$ cat config.mk
export PLATFORM = sky130hd
export DESIGN_NAME = crc_eval_front
export DESIGN_NICKNAME = d
export VERILOG_FILES = /design/src/sv/crc_eval_pkg.sv /design/src/sv/crc_eval_front.sv
export VERILOG_INCLUDE_DIRS = /design/src /design/src/sv
export SDC_FILE = /design/constraint.sdc
export NUM_CORES = 2
export LEC_CHECK = 0
export BUFFER_PORTS_ARGS = -buffer_cell sky130_fd_sc_hd__buf_2
export CORE_ASPECT_RATIO = 0.5
export CORE_MARGIN = 1
export CORE_UTILIZATION = 35
export DETAILED_ROUTE_END_ITERATION = 7
export GPL_TIMING_DRIVEN = 0
export SLEW_MARGIN = 20
export SYNTH_ARGS = -nofsm -noshare
export SYNTH_HDL_FRONTEND = slang
export SYNTH_SLANG_ARGS = --single-unit
$ cat constraint.sdc
create_clock -name clk -period 8.21 [get_ports clk]
set_input_delay 1.642 -clock clk [delete_from_list [all_inputs] [get_ports clk]]
set_output_delay 1.642 -clock clk [all_outputs]
set_load 0.05 [all_outputs]
$ cat src/sv/catmull_rom_curve_eval_core_defines.svh
// ----------------------------------------------------------------------------
// Assertion macros for the curve evaluator
// Shared property wrappers.
// ----------------------------------------------------------------------------
`ifndef CATMULL_ROM_CURVE_EVAL_CORE_DEFINES_SVH
`define CATMULL_ROM_CURVE_EVAL_CORE_DEFINES_SVH

// implication checked on every rising clock edge outside reset
`define CR_ASSERT_IMP(label, clk, rst_n, ante, cons, msg) \
    label: assert property (@(posedge clk) disable iff (!rst_n) (ante) |-> (cons)) \
        else $error(msg);

// next-cycle implication
`define CR_ASSERT_NXT(label, clk, rst_n, ante, cons, msg) \
    label: assert property (@(posedge clk) disable iff (!rst_n) (ante) |=> (cons)) \
        else $error(msg);

`endif

$ cat src/sv/crc_eval_pkg.sv
// ----------------------------------------------------------------------------
// crc_eval_pkg
// Types and constants shared by the curve evaluator modules.
// ----------------------------------------------------------------------------
package crc_eval_pkg;

    localparam int WORD_W = 32;

    typedef enum logic [1:0] {
        REGION_INSIDE = 2'd0,
        REGION_BELOW  = 2'd1,
        REGION_ABOVE  = 2'd2
    } region_t;

    typedef enum logic {
        KIND_LOAD  = 1'b0,
        KIND_QUERY = 1'b1
    } kind_t;

    // front to back job word
    typedef struct packed {
        logic                  clamped;
        region_t               region;
        logic signed [31:0]    clamp_y;
        logic signed [31:0]    y0;
        logic signed [31:0]    y1;
        logic signed [31:0]    y2;
        logic signed [31:0]    y3;
        logic        [32:0]    num;
        logic        [32:0]    den;
    } job_t;

endpackage

$ cat src/sv/crc_eval_front.sv
// ----------------------------------------------------------------------------
// crc_eval_front
// Point table, range classification and interval search, one query at a time.
// ----------------------------------------------------------------------------
module crc_eval_front #(
    parameter int MAX_POINTS = 16
) (
    input  logic                     clk,
    input  logic                     rst_n,
    input  logic [4:0]               point_count,
    input  logic                     in_valid,
    output logic                     in_ready,
    input  logic                     kind,
    input  logic [3:0]               point_index,
    input  logic signed [31:0]       point_x,
    input  logic signed [31:0]       point_y,
    input  logic signed [31:0]       query_t,
    output logic                     job_valid,
    input  logic                     job_ready,
    output crc_eval_pkg::job_t       job
);
    import crc_eval_pkg::*;

    localparam int IW = (MAX_POINTS > 1) ? $clog2(MAX_POINTS) : 1;
    localparam int CW = IW + 1;

    typedef enum logic [1:0] { S_IDLE, S_SEARCH, S_FETCH, S_SEND } state_t;

    logic signed [31:0] xtab [MAX_POINTS];
    logic signed [31:0] ytab [MAX_POINTS];

    state_t              state_reg;
    logic signed [31:0]  t_reg;
    logic [IW-1:0]       n1_reg;    // last index in use
    logic [CW-1:0]       ip_reg;
    logic [IW-1:0]       i_reg;
    job_t                job_reg;

    logic [CW-1:0] n_eff;
    logic [IW-1:0] i0, i3, im1;
    logic load_ok;

    always_comb
    begin
        if (point_count < 5'd2)
            n_eff = CW'(2);
        else if (32'(point_count) > MAX_POINTS)
            n_eff = CW'(MAX_POINTS);
        else
            n_eff = CW'(point_count);
    end

    assign in_ready  = (state_reg == S_IDLE);
    assign job_valid = (state_reg == S_SEND);
    assign job       = job_reg;
    assign load_ok   = (32'(point_index) < MAX_POINTS);
    assign im1 = i_reg - IW'(1);
    assign i0  = (i_reg > IW'(1)) ? i_reg - IW'(2) : '0;
    assign i3  = (i_reg < n1_reg) ? i_reg + IW'(1) : n1_reg;

    // table write
    always_ff @(posedge clk)
    begin
        if (in_valid && in_ready && kind == KIND_LOAD && load_ok)
        begin
            xtab[point_index[IW-1:0]] <= point_x;
            ytab[point_index[IW-1:0]] <= point_y;
        end
    end

    always_ff @(posedge clk or negedge rst_n)
    begin
        if (!rst_n)
        begin
            state_reg <= S_IDLE;
        end
        else
        begin
            unique case (state_reg)
                S_IDLE:
                begin
                    if (in_valid && kind == KIND_QUERY)
                    begin
                        t_reg  <= query_t;
                        n1_reg <= IW'(n_eff - CW'(1));
                        ip_reg <= CW'(1);
                        if (query_t < xtab[0])
                        begin
                            job_reg.clamped <= 1'b1;
                            job_reg.region  <= REGION_BELOW;
                            job_reg.clamp_y <= ytab[0];
                            state_reg       <= S_SEND;
                        end
                        else if (query_t >= xtab[IW'(n_eff - CW'(1))])
                        begin
                            job_reg.clamped <= 1'b1;
                            job_reg.region  <= REGION_ABOVE;
                            job_reg.clamp_y <= ytab[IW'(n_eff - CW'(1))];
                            state_reg       <= S_SEND;
                        end
                        else
                        begin
                            job_reg.clamped <= 1'b0;
                            job_reg.region  <= REGION_INSIDE;
                            state_reg       <= S_SEARCH;
                        end
                    end
                end
                S_SEARCH:
                begin
                    // one comparison a cycle; last in-use point always exceeds t
                    i_reg <= IW'(ip_reg);
                    if (xtab[IW'(ip_reg)] > t_reg || IW'(ip_reg) == n1_reg)
                        state_reg <= S_FETCH;
                    else
                        ip_reg <= ip_reg + CW'(1);
                end
                S_FETCH:
                begin
                    job_reg.y0  <= ytab[i0];
                    job_reg.y1  <= ytab[im1];
                    job_reg.y2  <= ytab[i_reg];
                    job_reg.y3  <= ytab[i3];
                    job_reg.num <= 33'(t_reg) - 33'(xtab[im1]);
                    job_reg.den <= (xtab[i_reg] == xtab[im1]) ? 33'd1
                                 : 33'(xtab[i_reg]) - 33'(xtab[im1]);
                    state_reg   <= S_SEND;
                end
                S_SEND:
                begin
                    if (job_ready)
                        state_reg <= S_IDLE;
                end
                default: state_reg <= S_IDLE;
            endcase
        end
    end

`include "catmull_rom_curve_eval_core_defines.svh"
    `CR_ASSERT_NXT(a_send_holds, clk, rst_n, job_valid && !job_ready, job_valid, "job dropped")
    `CR_ASSERT_IMP(a_busy_blocks, clk, rst_n, state_reg != S_IDLE, !in_ready, "accept while busy")
    `CR_ASSERT_NXT(a_search_bound, clk, rst_n, state_reg == S_SEARCH, ip_reg <= CW'(MAX_POINTS),
                   "search overran")
endmodule

==> results.yml <==
route:
  drtAntennaViolNets: 0
  drcViolationCount: 0
  vias: 66173
  vias_per_cell: 7.07
  drt-pass1-iter-count: 7
  drtIter0Drc: 12841
  finalWirelength_mm: 401
  avgRoutedWirePerCell_um: 42.8
clocking:
  clock-root-buffer: "clkbuf_16"
  h-tree-depth: 4
  path_clk_slew_ps: 70
  clk_path_buf_depth: 4
  clk_latency_ps: 850
  cts.sinks: 1307
  cts_made_buffers: 146
  cts_tree: "yes"
  postCtsHoldBufs: 0
worst_setup_path:
  worst_setup_path_start_kind: "flip-flop"
  crit_fanout: 19
  critPathRequiredTime_ps: 8650
  endpoint_kind: "flip-flop"
  reg2reg_depth: 13
  critPathKind: "flip-flop to flip-flop"
  critPathArrivalTime_ps: 9000
synth:
  synth_top_area_share_pct: 47.4
  synth_async_sr_flop_share_pct: 0.153
  avgSynthCellArea_um2: 15.0
  synth_adder_area_share_pct: 2.70
  synth_simple_gate_area_share_pct: 6.18
  yosysUniqueCellTypes: 71
  synth-compound-area-share_pct: 6.08
  yosys_warnings: 0
  synth-xor-area-share_pct: 0.597
  yosysSeqAreaShare_pct: 47.7
  ys_seq_elements: 1307
  ys.flop_type: "edfxtp_1"
  synth-edff-count: 1297
  syn_area_um2: 82100
  yosys.area.top_type: "edfxtp_1"
  synth_cells: 5468
  synth_area_leaders: "edfxtp_1 47%, mux4_2 29%, nand2_1 3.2%"
  synth_top_family_by_area: "multiplexers"
  synth.mux.area_fraction_pct: 33.7
  syn_nets: 5754
job:
  drv_cap: 0
power_and_ir_drop:
  p_comb_share_pct: 47.5
  p_leak_nw: 33.0
  max-vdd-ir-drop_v: 0.000224
  p_sw_mw: 12.2
  p_int_mw: 16.6
  switching_share_pct: 42.3
  clkPwrFrac_pct: 24.0
  power_density_nw_per_um2: 301
  pwr-share-seq_pct: 28.5
status:
  violations: "setup timing"
  run_status: "complete, but fails checks"
layout:
  drive_gt1_share_pct: 36.0
  syn_to_final_growth_pct: 16.6
  finish.instance_area_um2: 95800
  nNetsFinal: 6385
  fin_util_pct: 41.2
global_route:
  grt_max_degree: 59
  grt_overflow: 0
  grt.total_usage_pct: 32.9
  grt_antenna_before_repair: 56
  grt_pass1_wl_mm: 529
  grt_pass1_vias: 61462
timing:
  period_needed_ps: 8560
  rsz0062_at_grt: "false"
  setup_viol: 44
  final_hold_viol_count: 0
  setup_slack_ps: -349
  fmax_ghz: 0.117
  slew_viol_final: 0
  period_share_pct: 104
  tightest_slew_ps: 1400
  max-slew-margin-rel_pct: 6.69
  fin_skew_ps: 33.9
floorplanning:
  num_rows: 125
  die_h_um: 345
  die_w_um: 687
  coreArea_um2: 233000
  initial_utilization_pct: 35.3
  io_pins: 341
  die_area_um2: 237000
worst_hold_path:
  min_path_type: "flip-flop to flip-flop"
  hold_depth: 1
placement:
  place_ws_ps: -3420
  postPlaceCellArea_um2: 90600
  gp_congestion: 1.05
  port-buffer-count: 340
  dp_hpwl_mm: 279
cells in the mapped netlist, types with 5 or more instances:
library cell     n
edfxtp_1      1297
mux4_2        1052
nand2_1        702
clkbuf_1       272
mux2i_1        202
ha_1           174
o21ai_0        163
inv_1          141
mux2_2         138
o211ai_1       138
nand3_1        116
a21oi_1         95
nor2_1          92
a31oi_1         83
buf_1           81
buf_2           67
a211oi_1        65
and3_1          58
nand4_1         53
and2_1          41
a21o_1          39
xnor2_1         35
nor2b_1         33
o221ai_1        33
mux2_1          32
a311oi_1        30
xor2_1          21
nor3_1          17
nand2b_1        16
a22oi_1         15
o22ai_1         15
buf_6           14
o21a_1          14
o21ai_1         14
buf_4           12
dfxtp_1          8
buf_8            7
o31ai_1          7
a31o_2           6
a21boi_0         5
a221oi_1         5
and2_0           5
nor4_1           5
stage by stage:
stage	setup TNS, ps	hold slack (ps)	std cells	power, mW
after global routing	0	607	9337	29.2
final	-4960	584	9355	28.8
after CTS	0	583	9316	28.2
after global placement	-4847530	566	8919	21.3
after floorplan	0	528	5468	16.4
after detailed placement	-166300	569	9059	21.4
final cells by class:
| cell class | instances | area (µm²) |
|---|---|---|
| fill | 21343 | 137000 |
| multi-input combinational | 3563 | 40700 |
| sequential | 1307 | 39200 |
| timing repair buffer | 484 | 4230 |
| tap | 3111 | 3890 |
| clock buffer | 167 | 3800 |
| buffer | 452 | 2380 |
| clock inverter | 88 | 1000 |
| inverter | 145 | 544 |
| antenna | 38 | 95.1 |
cell usage in the layout, fill, tap and decap left out, types with 34 or more instances in the layout:
master and instances:
mux4_2 1052, buf_4 64, mux2i_1 201, nand3_1 116, nand4_1 53, edfxtp_1 1297, diode_2 38, nand2_1 702
a211oi_1 65, inv_1 141, ha_1 174, a31oi_1 82, a21o_1 39, and3_1 58, clkbuf_2 105, buf_16 49
o211ai_1 138, clkbuf_16 149, clkbuf_1 154, xnor2_1 34, and2_1 39, buf_2 468, nor2_1 78, mux2_2 138
o21ai_0 160, a21oi_1 92
power by group through the flow:
stage | clock network [mW] | registers [mW] | logic, mW
2_1_floorplan | 0 | 9.36 | 7.00
3_3_place_gp | 0 | 8.45 | 12.8
3_5_place_dp | 0 | 8.36 | 13.0
4_1_cts | 6.89 | 8.22 | 13.1
5_1_grt | 7.13 | 8.25 | 13.8
6_report | 6.91 | 8.21 | 13.7
repair_timing:
| action | in CTS | in global routing |
|---|---|---|
| buffers inserted | 3 | 0 |
| setup endpoints to repair | 95 | 70 |
| pin swaps | 2 | 2 |
| resized for setup | 104 | 32 |
layer usage:
layer / up-vias / track usage, % / part of all wire, %
met2: 7009 / 47.1 / 42
met5: - / 1.41 / 0.17
met4: 45 / 25.5 / 9.4
met3: 1898 / 13.5 / 15
li1: 23991 / - / -
met1: 33230 / 39.4 / 33
cells by family (layout without fill, tap and decap cells):
family / after synthesis / count (layout)
other: 0 / 38
multiplexers: 1425 / 1425
adder cells (fa/ha/maj): 176 / 176
AO/OA/AOI/OAI: 753 / 753
XOR/XNOR: 56 / 56
AND/OR/NAND/NOR: 1153 / 1153
flip-flops: 1307 / 1307
buffers and inverters: 598 / 1336
path summary, 6_finish.rpt:
kind / from / to / slack [ps]
setup / recovery: i_reg[1] / job[177] / -350
hold / removal: state_reg[1] / state_reg[1] / 580
setup reg to reg: i_reg[1] / job[177] / -350
hold reg to reg: state_reg[1] / state_reg[1] / 580
max in group asynchronous: rst_n / state_reg[1] / 7470
min in group asynchronous: rst_n / state_reg[0] / 610
critical path, stage by stage, from the launching register on:
cell	delay [ps]
edfxtp_1	490
clkbuf_1	310
inv_1	300
buf_4	520
clkbuf_4	570
ha_1	220
clkbuf_1	720
clkinv_1	1060
nand2_1	460
buf_2	300
buf_1	1040
buf_1	890
a31oi_1	140
o21ai_0	1030
(Power assumes the default switching activity.)
