**config.mk**
```make
export PLATFORM = sky130hd
export DESIGN_NAME = crc_eval_back
export DESIGN_NICKNAME = d
export VERILOG_FILES = /design/src/sv/crc_eval_pkg.sv /design/src/sv/crc_eval_back.sv
export VERILOG_INCLUDE_DIRS = /design/src /design/src/sv
export SDC_FILE = /design/constraint.sdc
export NUM_CORES = 2
export LEC_CHECK = 0
export BUFFER_PORTS_ARGS = -buffer_cell sky130_fd_sc_hd__clkbuf_2
export CAP_MARGIN = 20
export CORE_MARGIN = 3
export CORE_UTILIZATION = 56
export DETAILED_ROUTE_END_ITERATION = 12
export PLACE_DENSITY = 0.71
export SKIP_LAST_GASP = 1
export SLEW_MARGIN = 20
export SYNTH_ARGS = -nofsm -noshare
export SYNTH_HDL_FRONTEND = slang
export SYNTH_SLANG_ARGS = --single-unit
```
**constraint.sdc**
```tcl
create_clock -name clk -period 19.04 [get_ports clk]
set_input_delay 3.808 -clock clk [delete_from_list [all_inputs] [get_ports clk]]
set_output_delay 3.808 -clock clk [all_outputs]
set_load 0.03 [all_outputs]
```
**src/sv/catmull_rom_curve_eval_core_defines.svh**
```systemverilog
// ----------------------------------------------------------------------------
// Assertion macros for the curve evaluator
// Shared property wrappers.
// ----------------------------------------------------------------------------
`ifndef CATMULL_ROM_CURVE_EVAL_CORE_DEFINES_SVH
`define CATMULL_ROM_CURVE_EVAL_CORE_DEFINES_SVH

// implication checked on every rising clock edge outside reset
`define CR_ASSERT_IMP(label, clk, rst_n, ante, cons, msg) \
    label: assert property (@(posedge clk) disable iff (!rst_n) (ante) |-> (cons)) \
        else $error(msg);

// next-cycle implication
`define CR_ASSERT_NXT(label, clk, rst_n, ante, cons, msg) \
    label: assert property (@(posedge clk) disable iff (!rst_n) (ante) |=> (cons)) \
        else $error(msg);

`endif

```
**src/sv/crc_eval_pkg.sv**
```systemverilog
// ----------------------------------------------------------------------------
// crc_eval_pkg
// Types and constants shared by the curve evaluator modules.
// ----------------------------------------------------------------------------
package crc_eval_pkg;

    localparam int WORD_W = 32;

    typedef enum logic [1:0] {
        REGION_INSIDE = 2'd0,
        REGION_BELOW  = 2'd1,
        REGION_ABOVE  = 2'd2
    } region_t;

    typedef enum logic {
        KIND_LOAD  = 1'b0,
        KIND_QUERY = 1'b1
    } kind_t;

    // front to back job word
    typedef struct packed {
        logic                  clamped;
        region_t               region;
        logic signed [31:0]    clamp_y;
        logic signed [31:0]    y0;
        logic signed [31:0]    y1;
        logic signed [31:0]    y2;
        logic signed [31:0]    y3;
        logic        [32:0]    num;
        logic        [32:0]    den;
    } job_t;

endpackage

```
**src/sv/crc_eval_back.sv**
```systemverilog
// ----------------------------------------------------------------------------
// crc_eval_back
// Radix-2 divider for the local parameter, Horner evaluation on one multiplier,
// and an output register.
// ----------------------------------------------------------------------------
module crc_eval_back #(
    parameter int FRAC_BITS = 16
) (
    input  logic                     clk,
    input  logic                     rst_n,
    input  logic                     job_valid,
    output logic                     job_ready,
    input  crc_eval_pkg::job_t       job,
    output logic                     empty,
    input  logic                     pop,
    output logic signed [31:0]       curve_value,
    output logic [1:0]               region
);
    import crc_eval_pkg::*;

    localparam int QW = 33 + FRAC_BITS;   // dividend width
    localparam int CW = $clog2(QW + 1);
    localparam int HW = 40;               // coefficient width, covers |d|,|c| <= 12*2^31
    localparam int PW = HW + FRAC_BITS + 1;

    typedef enum logic [2:0] { S_IDLE, S_DIV, S_COEF, S_MUL, S_ADD, S_OUT } state_t;

    state_t                state_reg;
    logic [QW-1:0]         q_reg;        // dividend shifting into quotient
    logic [33:0]           r_reg;
    logic [32:0]           den_reg;
    logic [CW-1:0]         cnt_reg;
    logic signed [HW-1:0]  h_reg, a_reg, b_reg, c_reg;
    logic signed [PW-1:0]  p_reg;
    logic [1:0]            step_reg;
    logic                  out_valid_reg;
    logic signed [31:0]    out_val_reg;
    region_t               out_reg_reg;
    logic signed [31:0]    y0_reg, y1_reg, y2_reg, y3_reg;

    logic [33:0]           r_sh;
    logic signed [HW-1:0]  sy0, sy1, sy2, sy3, h_sum;
    logic signed [HW-1:0]  c_add;
    logic signed [HW-1:0]  h_half;

    assign r_sh = {r_reg[32:0], q_reg[QW-1]};
    assign sy0 = HW'(y0_reg);
    assign sy1 = HW'(y1_reg);
    assign sy2 = HW'(y2_reg);
    assign sy3 = HW'(y3_reg);

    always_comb
    begin
        unique case (step_reg)
            2'd0:    c_add = c_reg;
            2'd1:    c_add = b_reg;
            default: c_add = a_reg;
        endcase
    end

    // arithmetic shift is floor division by 2^FRAC_BITS
    assign h_sum  = c_add + HW'(p_reg >>> FRAC_BITS);
    assign h_half = h_reg >>> 1;

    assign job_ready   = (state_reg == S_IDLE) && !out_valid_reg;
    assign empty       = !out_valid_reg;
    assign curve_value = out_val_reg;
    assign region      = out_reg_reg;

    always_ff @(posedge clk or negedge rst_n)
    begin
        if (!rst_n)
        begin
            state_reg     <= S_IDLE;
            out_valid_reg <= 1'b0;
        end
        else
        begin
            if (pop && out_valid_reg)
                out_valid_reg <= 1'b0;
            unique case (state_reg)
                S_IDLE:
                begin
                    if (job_valid && job_ready)
                    begin
                        out_reg_reg <= job.region;
                        if (job.clamped)
                        begin
                            out_val_reg   <= job.clamp_y;
                            out_valid_reg <= 1'b1;
                        end
                        else
                        begin
                            q_reg     <= {job.num, FRAC_BITS'(0)};
                            r_reg     <= '0;
                            den_reg   <= job.den;
                            cnt_reg   <= CW'(QW);
                            y0_reg    <= job.y0;
                            y1_reg    <= job.y1;
                            y2_reg    <= job.y2;
                            y3_reg    <= job.y3;
                            state_reg <= S_DIV;
                        end
                    end
                end
                S_DIV:
                begin
                    // restoring division, one quotient bit a cycle
                    if (r_sh >= {1'b0, den_reg})
                    begin
                        r_reg <= r_sh - {1'b0, den_reg};
                        q_reg <= {q_reg[QW-2:0], 1'b1};
                    end
                    else
                    begin
                        r_reg <= r_sh;
                        q_reg <= {q_reg[QW-2:0], 1'b0};
                    end
                    cnt_reg <= cnt_reg - CW'(1);
                    if (cnt_reg == CW'(1))
                        state_reg <= S_COEF;
                end
                S_COEF:
                begin
                    a_reg <= sy1 <<< 1;
                    b_reg <= sy2 - sy0;
                    c_reg <= (sy0 <<< 1) - (sy1 <<< 2) - sy1 + (sy2 <<< 2) - sy3;
                    h_reg <= sy3 - sy0 + (sy1 <<< 1) + sy1 - (sy2 <<< 1) - sy2;
                    step_reg  <= 2'd0;
                    state_reg <= S_MUL;
                end
                S_MUL:
                begin
                    // u below 2^FRAC_BITS
                    p_reg     <= PW'(h_reg) * PW'($signed({1'b0, q_reg[FRAC_BITS-1:0]}));
                    state_reg <= S_ADD;
                end
                S_ADD:
                begin
                    h_reg <= h_sum;
                    if (step_reg == 2'd2)
                        state_reg <= S_OUT;
                    else
                    begin
                        step_reg  <= step_reg + 2'd1;
                        state_reg <= S_MUL;
                    end
                end
                S_OUT:
                begin
                    if (h_half > HW'(32'sh7fffffff))
                        out_val_reg <= 32'sh7fffffff;
                    else if (h_half < -HW'(33'sh080000000))
                        out_val_reg <= 32'sh80000000;
                    else
                        out_val_reg <= 32'(h_half);
                    out_valid_reg <= 1'b1;
                    state_reg     <= S_IDLE;
                end
                default: state_reg <= S_IDLE;
            endcase
        end
    end

`include "catmull_rom_curve_eval_core_defines.svh"
    `CR_ASSERT_NXT(a_out_holds, clk, rst_n, out_valid_reg && !pop, out_valid_reg && $stable(out_val_reg),
                   "result changed before pop")
    `CR_ASSERT_IMP(a_no_take_full, clk, rst_n, out_valid_reg, !job_ready, "job taken over result")
    `CR_ASSERT_IMP(a_den_nonzero, clk, rst_n, state_reg == S_DIV, den_reg != 33'd0, "zero divisor")
endmodule

```
==> flow_metrics.tcl <==
set metrics [dict create \
    outcome "finished clean" \
    syn_nets 6522 \
    yosysSeqAreaShare_pct 27.0 \
    ff2ff_setup_slack_ns 11.27 \
    largest_reg_flops 49 \
    grt_max_degree 82 \
    synth_fa_ha_area_share_pct 39.1 \
    synth_compound_area_share_pct 9.62 \
    yosys.area_share.simple_pct 12.7 \
    grt.total_usage_pct 26.7 \
    drt_iter0_drc 2720 \
    cts_tree "yes" \
    max_slew_margin_pct 31.5 \
    whs_endpoint "q_reg[37]" \
    final_antenna_net_count 0 \
    required_ns 19.43 \
    synthArstFlopShare_pct 0.847 \
    r2r-end "p_reg[55]" \
    synth_edf_count 468 \
    worstHoldStart "q_reg[36]" \
    dp_hpwl_um 97300 \
    muxShareOfSynthArea_pct 0.499 \
    synth_top_family_by_area "adder cells" \
    clk_latency_ns 0.67 \
    maxCapViolations 0 \
    path_class "flop to flop" \
    die-area_sq_um 97300 \
    fmax_ghz 0.129 \
    h-tree-depth 2 \
    worst_pin_slew_ns 1.03 \
    synth-main-ff-cell "edfxtp_1" \
    clkSlewWorstSetupHoldPaths_ns 0.07 \
    cp-start-kind "flop" \
    drc_errors 0 \
    start_util_pct 56.8 \
    skew_ns 0.0450 \
    finalWirelength_um 126000 \
    setup_viol 0 \
    synth_warnings 0 \
    post_synth_inst_count 5147 \
    rsz0062_at_grt "no" \
    hold_viol 0 \
    post-cts-setup-buffer-count 0 \
    cts.hold.buffers_added 0 \
    synth_top_area_cell "fa_1" \
    dr.pass1.iters 6 \
    rows 111 \
    area_growth_pct 8.56 \
    die_w_um 312 \
    ys_ff_latch 472 \
    avgSynthCellArea_sq_um 10.2 \
    grt_pass1_vias 38638 \
    die_y_um 312 \
    io_buffers 268 \
    io_pins 269 \
    synth_area_leaders "fa_1, edfxtp_1, ha_1" \
    period_needed_ns 7.77 \
    grt_first_pass_wirelength_um 207000 \
    slew_viol_final 0 \
    hold_depth 2 \
    cts_resized 0 \
    gp_congestion 0.910 \
    r2r-start "q_reg[2]" \
    cp_max_fo 26 \
    yosysTopAreaCellShare_pct 31.5 \
    vias 36778 \
    cts_buffer_depth 3 \
    r2r_cells 21 \
    min_period_over_period_pct 40.8 \
    yosys.cell_types.count 92 \
    coreArea_sq_um 92200 \
    cts_root_buf "clkbuf_16" \
    min_path_type "flop to flop" \
    finalSetupTns_ns 0 \
    cts.sinks 472 \
    antenna_found_initial 3 \
    nets 6693 \
    synth_xor_area_share_pct 3.12 \
    drive_above_1_share_pct 8.24 \
    cp-end-kind "flop" \
    netlist_area_sq_um 52400 \
    numCtsBuffers 56 \
    viasPerCell 5.56 \
    grt_overflow 0 \
    wl_per_cell_um 19.0 \
    crit_arrival_ns 8.16 \
]
-- cell families (layout without fill, tap and decap cells) --
family / count (synthesis) / after routing
fa+ha+maj: 1142 / 1142
simple gates: 1441 / 1441
mux: 26 / 26
xor+xnor: 187 / 187
flops: 472 / 472
compound gates: 774 / 774
buf+inv: 1105 / 1324
other cells: 0 / 3
-- cell usage after synthesis (5+ instances only) --
cell type	instances
inv_1	914
fa_1	825
nand2_1	747
edfxtp_1	468
ha_1	317
and2_1	252
a21oi_1	242
nor2_1	187
clkbuf_1	175
xnor2_1	124
o21ai_0	123
a21o_1	85
xor2_1	63
nand3_1	47
and3_1	40
o21a_1	35
a22oi_1	33
a211oi_1	30
nand2b_1	29
nor2b_1	29
a31oi_1	28
o21bai_1	28
o21ai_1	27
mux2i_1	25
nand4_1	25
nor3_1	25
or3_1	13
o211ai_1	11
a211o_1	10
o31ai_1	10
nor4_1	9
a2111oi_0	7
a21boi_0	7
a311oi_1	7
and4_1	7
buf_2	7
o31a_1	7
o2111ai_1	6
or2_2	6
a311o_1	5
a41oi_1	5
o22ai_1	5
o41ai_1	5
or4_1	5
-- worst max-delay path: stages, from the launching register on --
cell       delay (ns)
edfxtp_1         0.65
buf_4            0.48
nand2_1          0.16
fa_1             0.54
fa_1             0.51
fa_1             0.51
inv_1            0.05
fa_1             0.46
fa_1             0.56
inv_1            0.06
fa_1             0.55
inv_1            0.05
ha_1             0.42
nand4_1          0.23
nor4_1           0.32
o221ai_1         0.15
o21ai_1          0.59
a32o_1           0.36
o2111ai_1        0.19
a31oi_1          0.32
mux2i_1          0.23
nand4_1          0.10
-- through the flow --
step           util [%]  std cells  hold slack, ns  setup slack, ns  instance area [sq um]
2_1_floorplan         -       5147           0.484             7.26                  52400
3_3_place_gp       59.5       6503           0.486            11.53                  54900
3_5_place_dp       59.5       6503           0.496            11.35                  54900
4_1_cts            61.7       6609           0.511            11.35                  56900
5_1_grt            61.7       6612           0.529            10.97                  56900
6_report           61.7       6612           0.509            11.27                  56900
-- cell type report --
class | count | area [sq um]
fill | 7640 | 35300
multi-input combinational | 3570 | 34100
sequential | 472 | 14200
inverter | 915 | 3430
timing repair buffer | 303 | 1610
tap | 1243 | 1560
clock buffer | 60 | 1440
clock inverter | 46 | 574
antenna | 3 | 7.51
-- how the worst max path moves through the flow --
stage | startpoint | to | slack (ns) | depth (start not counted)
6_report | q_reg[2] | p_reg[55] | 11.27 | 21
5_1_grt | q_reg[10] | p_reg[55] | 10.97 | 23
4_1_cts | q_reg[2] | p_reg[55] | 11.35 | 21
3_5_place_dp | q_reg[2] | p_reg[55] | 11.35 | 21
3_3_place_gp | q_reg[10] | p_reg[55] | 11.53 | 23
2_1_floorplan | rst_n | den_reg[0] | 7.26 | 2
-- cell usage in the layout, fill, tap and decap left out, types with 11 or more instances in the layout --
cell type  netlist  final
inv_1          914    914
fa_1           825    825
nand2_1        747    746
edfxtp_1       468    468
ha_1           317    317
clkbuf_2         0    268
and2_1         252    251
a21oi_1        242    241
nor2_1         187    183
xnor2_1        124    124
o21ai_0        123    122
a21o_1          85     85
xor2_1          63     63
clkbuf_16        0     57
nand3_1         47     47
and3_1          40     39
o21a_1          35     34
buf_4            0     34
a22oi_1         33     33
a211oi_1        30     30
nand2b_1        29     29
nor2b_1         29     28
o21bai_1        28     28
a31oi_1         28     28
o21ai_1         27     27
nand4_1         25     25
nor3_1          25     25
mux2i_1         25     25
or3_1           13     13
o211ai_1        11     11
bufinv_16        0     11
clkinv_1         0     11
-- layer usage --
layer / vias to the layer above / GRT usage, % / share of wire, %
met1: 18262 / 39.0 / 44
met3: 197 / 4.79 / 8.3
met5: - / 0 / 0
li1: 16919 / - / -
met2: 1400 / 41.8 / 46
met4: 0 / 6.51 / 2.3
Power is left out: the tool's default activity adds up to more than one toggle a clock period on the data nets, which glitch-free logic cannot reach.
