--- config.mk ---
export PLATFORM = sky130hd
export DESIGN_NAME = crc_eval_fifo
export DESIGN_NICKNAME = d
export VERILOG_FILES = /design/src/sv/catmull_rom_curve_eval_core_defines.svh /design/src/sv/crc_eval_pkg.sv /design/src/sv/crc_eval_fifo.sv
export SDC_FILE = /design/constraint.sdc
export NUM_CORES = 1
export LEC_CHECK = 0
export ABC_AREA = 0
export BUFFER_PORTS_ARGS = -buffer_cell sky130_fd_sc_hd__buf_2
export CORE_MARGIN = 1.5
export CORE_UTILIZATION = 50
export DETAILED_ROUTE_END_ITERATION = 8
export PLACE_DENSITY = 0.78
export SYNTH_ARGS = -nofsm -noshare
export SYNTH_HDL_FRONTEND = slang
export SYNTH_SLANG_ARGS = --single-unit
--- constraint.sdc ---
create_clock -name clk -period 12.6 [get_ports clk]
set_input_delay 2.52 -clock clk [delete_from_list [all_inputs] [get_ports clk]]
set_output_delay 2.52 -clock clk [all_outputs]
set_load 0.02 [all_outputs]
--- src/sv/catmull_rom_curve_eval_core_defines.svh ---
// ----------------------------------------------------------------------------
// Assertion macros for the curve evaluator
// Shared property wrappers.
// ----------------------------------------------------------------------------
`ifndef CATMULL_ROM_CURVE_EVAL_CORE_DEFINES_SVH
`define CATMULL_ROM_CURVE_EVAL_CORE_DEFINES_SVH

// implication checked on every rising clock edge outside reset
`define CR_ASSERT_IMP(label, clk, rst_n, ante, cons, msg) \
    label: assert property (@(posedge clk) disable iff (!rst_n) (ante) |-> (cons)) \
        else $error(msg);

// next-cycle implication
`define CR_ASSERT_NXT(label, clk, rst_n, ante, cons, msg) \
    label: assert property (@(posedge clk) disable iff (!rst_n) (ante) |=> (cons)) \
        else $error(msg);

`endif

--- src/sv/crc_eval_pkg.sv ---
// ----------------------------------------------------------------------------
// crc_eval_pkg
// Types and constants shared by the curve evaluator modules.
// ----------------------------------------------------------------------------
package crc_eval_pkg;

    localparam int WORD_W = 32;

    typedef enum logic [1:0] {
        REGION_INSIDE = 2'd0,
        REGION_BELOW  = 2'd1,
        REGION_ABOVE  = 2'd2
    } region_t;

    typedef enum logic {
        KIND_LOAD  = 1'b0,
        KIND_QUERY = 1'b1
    } kind_t;

    // front to back job word
    typedef struct packed {
        logic                  clamped;
        region_t               region;
        logic signed [31:0]    clamp_y;
        logic signed [31:0]    y0;
        logic signed [31:0]    y1;
        logic signed [31:0]    y2;
        logic signed [31:0]    y3;
        logic        [32:0]    num;
        logic        [32:0]    den;
    } job_t;

endpackage

--- src/sv/crc_eval_fifo.sv ---
// ----------------------------------------------------------------------------
// crc_eval_fifo
// Two-entry job queue between front and back.
// ----------------------------------------------------------------------------
module crc_eval_fifo (
    input  logic                clk,
    input  logic                rst_n,
    input  logic                wr_valid,
    output logic                wr_ready,
    input  crc_eval_pkg::job_t  wr_data,
    output logic                rd_valid,
    input  logic                rd_ready,
    output crc_eval_pkg::job_t  rd_data
);
    import crc_eval_pkg::*;

    job_t       mem [2];
    logic       wp_reg, rp_reg;
    logic [1:0] cnt_reg;
    logic       do_wr, do_rd;

    assign wr_ready = (cnt_reg != 2'd2);
    assign rd_valid = (cnt_reg != 2'd0);
    assign rd_data  = mem[rp_reg];
    assign do_wr    = wr_valid && wr_ready;
    assign do_rd    = rd_valid && rd_ready;

    always_ff @(posedge clk)
    begin
        if (do_wr)
            mem[wp_reg] <= wr_data;
    end

    always_ff @(posedge clk or negedge rst_n)
    begin
        if (!rst_n)
        begin
            wp_reg  <= 1'b0;
            rp_reg  <= 1'b0;
            cnt_reg <= 2'd0;
        end
        else
        begin
            if (do_wr)
                wp_reg <= ~wp_reg;
            if (do_rd)
                rp_reg <= ~rp_reg;
            cnt_reg <= cnt_reg + 2'(do_wr) - 2'(do_rd);
        end
    end
endmodule

==> flow_metrics.tcl, run 1 <==
set metrics [dict create \
    run_status "completed" \
    drt_wl_total_um 34900 \
    rsz0062_at_grt "false" \
    clk_latency_ns 0.54 \
    fin_skew_ns 0.00894 \
    die_w_um 191 \
    dr.pass1.iters 6 \
    syn_nets 965 \
    layout.nets 1457 \
    cp-end-kind "output port" \
    fin_area_um2 21800 \
    antenna_found_initial 15 \
    drv_cap 0 \
    slew_viol_final 0 \
    synth_top_family_by_area "multiplexers" \
    initial_core_util_pct 51.1 \
    dp_cells 1630 \
    fin_util_pct 62.8 \
    ant_nets 0 \
    clockBufferDepth 3 \
    htree_levels 2 \
    stdcell_count 1720 \
    drt_iter0_drc 402 \
    yosysWarnings 0 \
    dp_slack_ns 6.72 \
    muxShareOfSynthArea_pct 18.8 \
    power_mw 5.47 \
    max_slew_margin_pct 29.0 \
    ctsResizeCount 0 \
    wl_per_cell_um 20.3 \
    ios 464 \
    area_growth_pct 22.8 \
    synth_adder_area_share_pct 0.141 \
    cts_tree "built" \
    ys_seq_area_share_pct 78.1 \
    r2r_slack_ns 9.60 \
    p_per_area_nw_per_um2 251 \
    holdWs_ns 0.524 \
    cts_buffers 45 \
    hold_path_class "flip-flop to flip-flop" \
    tns_ns 0 \
    ys_ff_latch 462 \
    largest_reg_flops 458 \
    hpwl_um 23800 \
    worst_pin_slew_ns 1.07 \
    synthSimpleGateAreaFrac_pct 0.183 \
    timing.rr.end "mem[1][115]$_DFFE_PP_" \
    r2r-start "cnt_reg[1]$_DFF_PN0_" \
    fin_crit_sh_pct 51.6 \
    synthCells 730 \
    whs_path_depth 1 \
    drive_gt1_share_pct 61.3 \
    hold_viol 0 \
    finalSetupViolCount 0 \
    start_kind "flip-flop" \
    holdPathEnd "cnt_reg[0]$_DFF_PN0_" \
    vias 8609 \
    clk_pin_slew_ns 0.06 \
    max_freq_mhz 154 \
    vdd.ir_drop.worst_mv 0.329 \
    die_h_um 191 \
    hp-start "cnt_reg[0]$_DFF_PN0_" \
    core_um2 34700 \
    cp_max_fo 131 \
    leakage_nw 8.71 \
    cp.arrival_ns 3.98 \
    hold_buffers 0 \
    port_buffers 463 \
    required_ns 10.08 \
    grt_max_degree 132 \
    cts_setup_buffers 0 \
    grt_usage_pct 18.4 \
    fin_ws_ns 6.10 \
    cts.sink_count 462 \
    synth_cell_types 17 \
    synth_compound_area_share_pct 0 \
    path_class "flip-flop to output port" \
    reg2reg_depth 4 \
    grt_pass1_vias 8668 \
    detail_route.drc_violations 0 \
    grt-ovfl-total 0 \
    gp_congestion 0.786 \
    layout_min_cycle_time_ns 6.50 \
    cts-root-buf "clkbuf_16" \
    die_area_um2 36600 \
    avgSynthCellArea_um2 24.3 \
    rows 68 \
    grt_pass1_wl_um 50100 \
    netlist_area_um2 17700 \
    fillCellCount 2423 \
    yosys.area_share.xor_xnor_pct 0.197 \
    routed_via_density 5.01 \
    dpl_cell_area_um2 20300 \
]
-- worst max-delay path: stages (launching register included) --
cell	delay [ns]
dfrtp_4	0.89
buf_12	0.74
buf_4	0.95
mux2_2	0.41
buf_2	0.16
-- layout make-up --
class,count,area [µm²],share of cell area (%)
clock buffer,58,1220,5.59
clock inverter,24,297,1.36
antenna,8,20.0,0.0919
tap,455,569,2.61
multi-input combinational,241,3430,15.8
timing repair buffer,471,2390,11.0
sequential,462,13900,63.6
inverter,1,3.75,0.0172
-- per-layer routing --
layer | wire length [µm] | share of wire (%) | GRT usage [%] | vias to the layer above
met1 | 12700 | 36 | 20.7 | 4267
met4 | 811 | 2.3 | 6.25 | 12
met5 | 70 | 0.20 | 0 | -
li1 | - | - | - | 3908
met3 | 3360 | 9.6 | 6.83 | 63
met2 | 18000 | 51 | 32.2 | 359
-- synth_stat cells, drive strengths merged --
library cell,instances,area [µm²]
and2,1,6.26
and3,1,6.26
buf,26,467
dfrtp,4,100
edfxtp,458,13800
ha,2,25.0
inv,1,3.75
mux2,229,3330
nand2,1,3.75
nand2b,1,6.26
nor2,1,3.75
or2,1,6.26
xnor2,3,26.3
xor2,1,8.76
-- logic make-up after synthesis --
family	after synthesis
multiplexers	229
XOR/XNOR	4
AND/OR/NAND/NOR	6
adder cells (fa/ha/maj)	2
flip-flops	462
buffers and inverters	27
-- placed cells by master (no fill, tap or decap) --
master	instances
buf_2	463
xnor2_1	3
and2_1	1
buf_4	7
buf_12	1
ha_1	2
or2_2	1
clkinv_2	10
diode_2	8
dfrtp_1	3
nand2_1	1
inv_1	1
bufinv_16	7
dfrtp_4	1
clkbuf_16	47
inv_6	2
clkbuf_1	11
nand2b_1	1
mux2_2	29
nor2_4	1
mux2_4	200
xor2_1	1
edfxtp_1	458
and3_4	1
clkinv_1	5
-- worst max-delay path by stage --
| stage | endpoint | cells past startpoint | startpoint |
|---|---|---|---|
| 6_report | rd_data[7] | 4 | rp_reg$_DFFE_PN0P_ |
| 2_1_floorplan | mem[0][0]$_DFFE_PP_ | 2 | wr_valid |
| 4_1_cts | rd_data[7] | 4 | rp_reg$_DFFE_PN0P_ |
| 3_5_place_dp | rd_data[7] | 4 | rp_reg$_DFFE_PN0P_ |
| 3_3_place_gp | rd_data[2] | 4 | rp_reg$_DFFE_PN0P_ |
| 5_1_grt | rd_data[7] | 4 | rp_reg$_DFFE_PN0P_ |
-- power breakdown --
| part | leakage [nW] | internal, mW | switching, mW |
|---|---|---|---|
| combinational | 3.67 | 0.811 | 1.07 |
| sequential | 4.30 | 2.11 | 0.119 |
| clock | 0.747 | 0.826 | 0.536 |
(Power assumes the default switching activity.)
==> inputs of run 2 (changes only) <==
--- a/config.mk
+++ b/config.mk
@@ -5,10 +5,10 @@
 export SDC_FILE = /design/constraint.sdc
 export NUM_CORES = 1
 export LEC_CHECK = 0
-export ABC_AREA = 0
+export ABC_AREA = 1
 export BUFFER_PORTS_ARGS = -buffer_cell sky130_fd_sc_hd__buf_2
 export CORE_MARGIN = 1.5
-export CORE_UTILIZATION = 50
+export CORE_UTILIZATION = 47
 export DETAILED_ROUTE_END_ITERATION = 8
 export PLACE_DENSITY = 0.78
 export SYNTH_ARGS = -nofsm -noshare
==> constraint.sdc (replaced) <==
create_clock -name clk -period 5.4 [get_ports clk]
set_input_delay 1.08 -clock clk [delete_from_list [all_inputs] [get_ports clk]]
set_output_delay 1.08 -clock clk [all_outputs]
set_load 0.02 [all_outputs]
==> run 2 against run 1 <==
  * Worst setup slack got worse by 4.6 ns
  * Die area rose by 1.7%
  * Global-route usage rose by 0.83 points
  * Clock power rose by 110%
  * Via count rose by 22%
  * Critical path depth did not move
  * Critical path type unchanged
  * Highest routed layer unchanged
==> flow_metrics.tcl, run 2 <==
set metrics [dict create \
    yosysTopAreaCell "edfxtp_1" \
    die_h_um 193 \
    p_switching_mw 4.60 \
    yosysWarnings 0 \
    area_growth_pct 23.4 \
    cp.arrival_ns 2.85 \
    switching_share_pct 37.6 \
    worst_pin_slew_ns 1.21 \
    finalSetupViolCount 0 \
    clk_pin_slew_ns 0.06 \
    dpl_cell_area_um2 19600 \
    grt_max_degree 191 \
    path_class "flip-flop to output port" \
    drv_cap 0 \
    htree_levels 2 \
    dr.pass1.iters 5 \
    synth-edff-count 458 \
    antenna_found_initial 7 \
    drive_gt1_share_pct 31.0 \
    max_slew_margin_pct 19.6 \
    die_area_um2 37200 \
    run_status "completed" \
    comb_power_share_pct 34.9 \
    cts_buffers 44 \
    drt_wl_total_um 37100 \
    rsz0062_at_grt "false" \
    drt_iter0_drc 558 \
    hpwl_um 24100 \
    r2r_slack_ns 2.90 \
    ys_seq_area_share_pct 81.7 \
    async_reset_ff_share_pct 0.866 \
    rows 69 \
    vdd.ir_drop.worst_mv 0.509 \
    holdWs_ns 0.330 \
    detail_route.drc_violations 0 \
    grt-ovfl-total 0 \
    clockBufferDepth 3 \
    clk_latency_ns 0.55 \
    fin_util_pct 58.8 \
    hold_buffers 0 \
    grt_usage_pct 19.2 \
    synth_cell_types 11 \
    ctsResizeCount 0 \
    synthCells 1228 \
    hold_viol 0 \
    cts-root-buf "clkbuf_16" \
    cts.sink_count 462 \
    grt_pass1_wl_um 54100 \
    die_w_um 193 \
    required_ns 4.32 \
    synth_flop_cell "edfxtp_1" \
    cts_tree "built" \
    seqPwrFrac_pct 41.8 \
    fin_crit_sh_pct 72.8 \
    leakage_nw 9.01 \
    cts_setup_buffers 0 \
    p_per_area_nw_per_um2 585 \
    routed_via_density 4.80 \
    netlist_area_um2 17000 \
    fin_skew_ns 0.00898 \
    initial_core_util_pct 47.7 \
    ys_ff_latch 462 \
    start_kind "flip-flop" \
    port_buffers 463 \
    cp-end-kind "output port" \
    core_um2 35600 \
    synth_top_area_share_pct 81.1 \
    cp_max_fo 108 \
    layout_common_cells "nand2_1 (700), buf_2 (463), edfxtp_1 (458)" \
    p_int_mw 7.65 \
    wl_per_cell_um 16.9 \
    layout_min_cycle_time_ns 3.93 \
    max_freq_mhz 254 \
    synthTopCellsByCount "nand2_1 (700), edfxtp_1 (458), buf_2 (26), buf_6 (22), inv_1 (8)" \
    gp_congestion 0.768 \
    fin_area_um2 20900 \
    grt_pass1_vias 10300 \
    syn_nets 1463 \
    power.share.clock_pct 23.3 \
    hold_path_class "input pin to async pin" \
    tns_ns 0 \
    layout.nets 1930 \
    synthTopCellsByArea "edfxtp_1 (81%), nand2_1 (15%), buf_6 (1.5%), buf_2 (0.77%), dfrtp_1 (0.59%)" \
    ant_nets 0 \
    largest_reg_flops 458 \
    slew_viol_final 0 \
    vias 10500 \
    yosysMostFrequentCell "nand2_1" \
    avgSynthCellArea_um2 13.8 \
    ios 464 \
    final_common_cell "nand2_1" \
]
## run 2: path summary, 6_finish.rpt
path                                       from                    to  cells past startpoint
max                          rp_reg$_DFFE_PN0P_          rd_data[137]                      4
min                                       rst_n    rp_reg$_DFFE_PN0P_                      1
max reg2reg                cnt_reg[1]$_DFF_PN0_  mem[1][82]$_DFFE_PP_                      4
min reg2reg                  wp_reg$_DFFE_PN0N_    wp_reg$_DFFE_PN0N_                      2
max in group asynchronous                 rst_n    rp_reg$_DFFE_PN0P_                      1
min in group clk             wp_reg$_DFFE_PN0N_    wp_reg$_DFFE_PN0N_                      2
## run 2: per-stage QoR
stage	power, mW	std cells	setup WS, ns
2_1_floorplan	8.13	1228	0.370
3_3_place_gp	9.39	2110	2.14
3_5_place_dp	9.50	2110	2.12
4_1_cts	12.4	2189	1.48
5_1_grt	12.9	2194	1.35
6_report	12.3	2196	1.47
## run 2: layout make-up
class,instances,area [µm²]
inverters,9,42.5
well taps,461,577
flip-flops and latches,462,13900
clock inverters,23,155
fillers,2724,14600
multi-input cells,706,2680
clock buffers,56,1170
diodes,7,17.5
repair buffers,472,2430
## run 2: critical path, cell delays in order (launching register included)
cell	delay [ns]
dfrtp_4	0.75
buf_4	0.87
nand2_1	0.15
nand2_1	0.15
buf_2	0.17
## run 2: cells by family after synthesis
logic type	share of synthesized area, %
and+or+nand+nor	15.6
buffers and inverters	2.57
adders and majority gates	0.148
DFF	81.7
## run 2: power groups by stage
stage | sequential [mW] | combinational (mW) | clock [mW]
after global routing | 5.19 | 4.69 | 3.05
after global placement | 5.16 | 4.24 | 0
after detailed placement | 5.19 | 4.30 | 0
after floorplan | 5.20 | 2.94 | 0
final | 5.12 | 4.27 | 2.86
after CTS | 5.13 | 4.32 | 2.93
## run 2: routing by layer
layer,vias up,track usage (%),wire (µm)
met5,-,0,23
met3,94,6.73,3160
li1,5089,-,-
met4,4,8.34,1300
met1,4974,21.8,13700
met2,372,33.0,19000
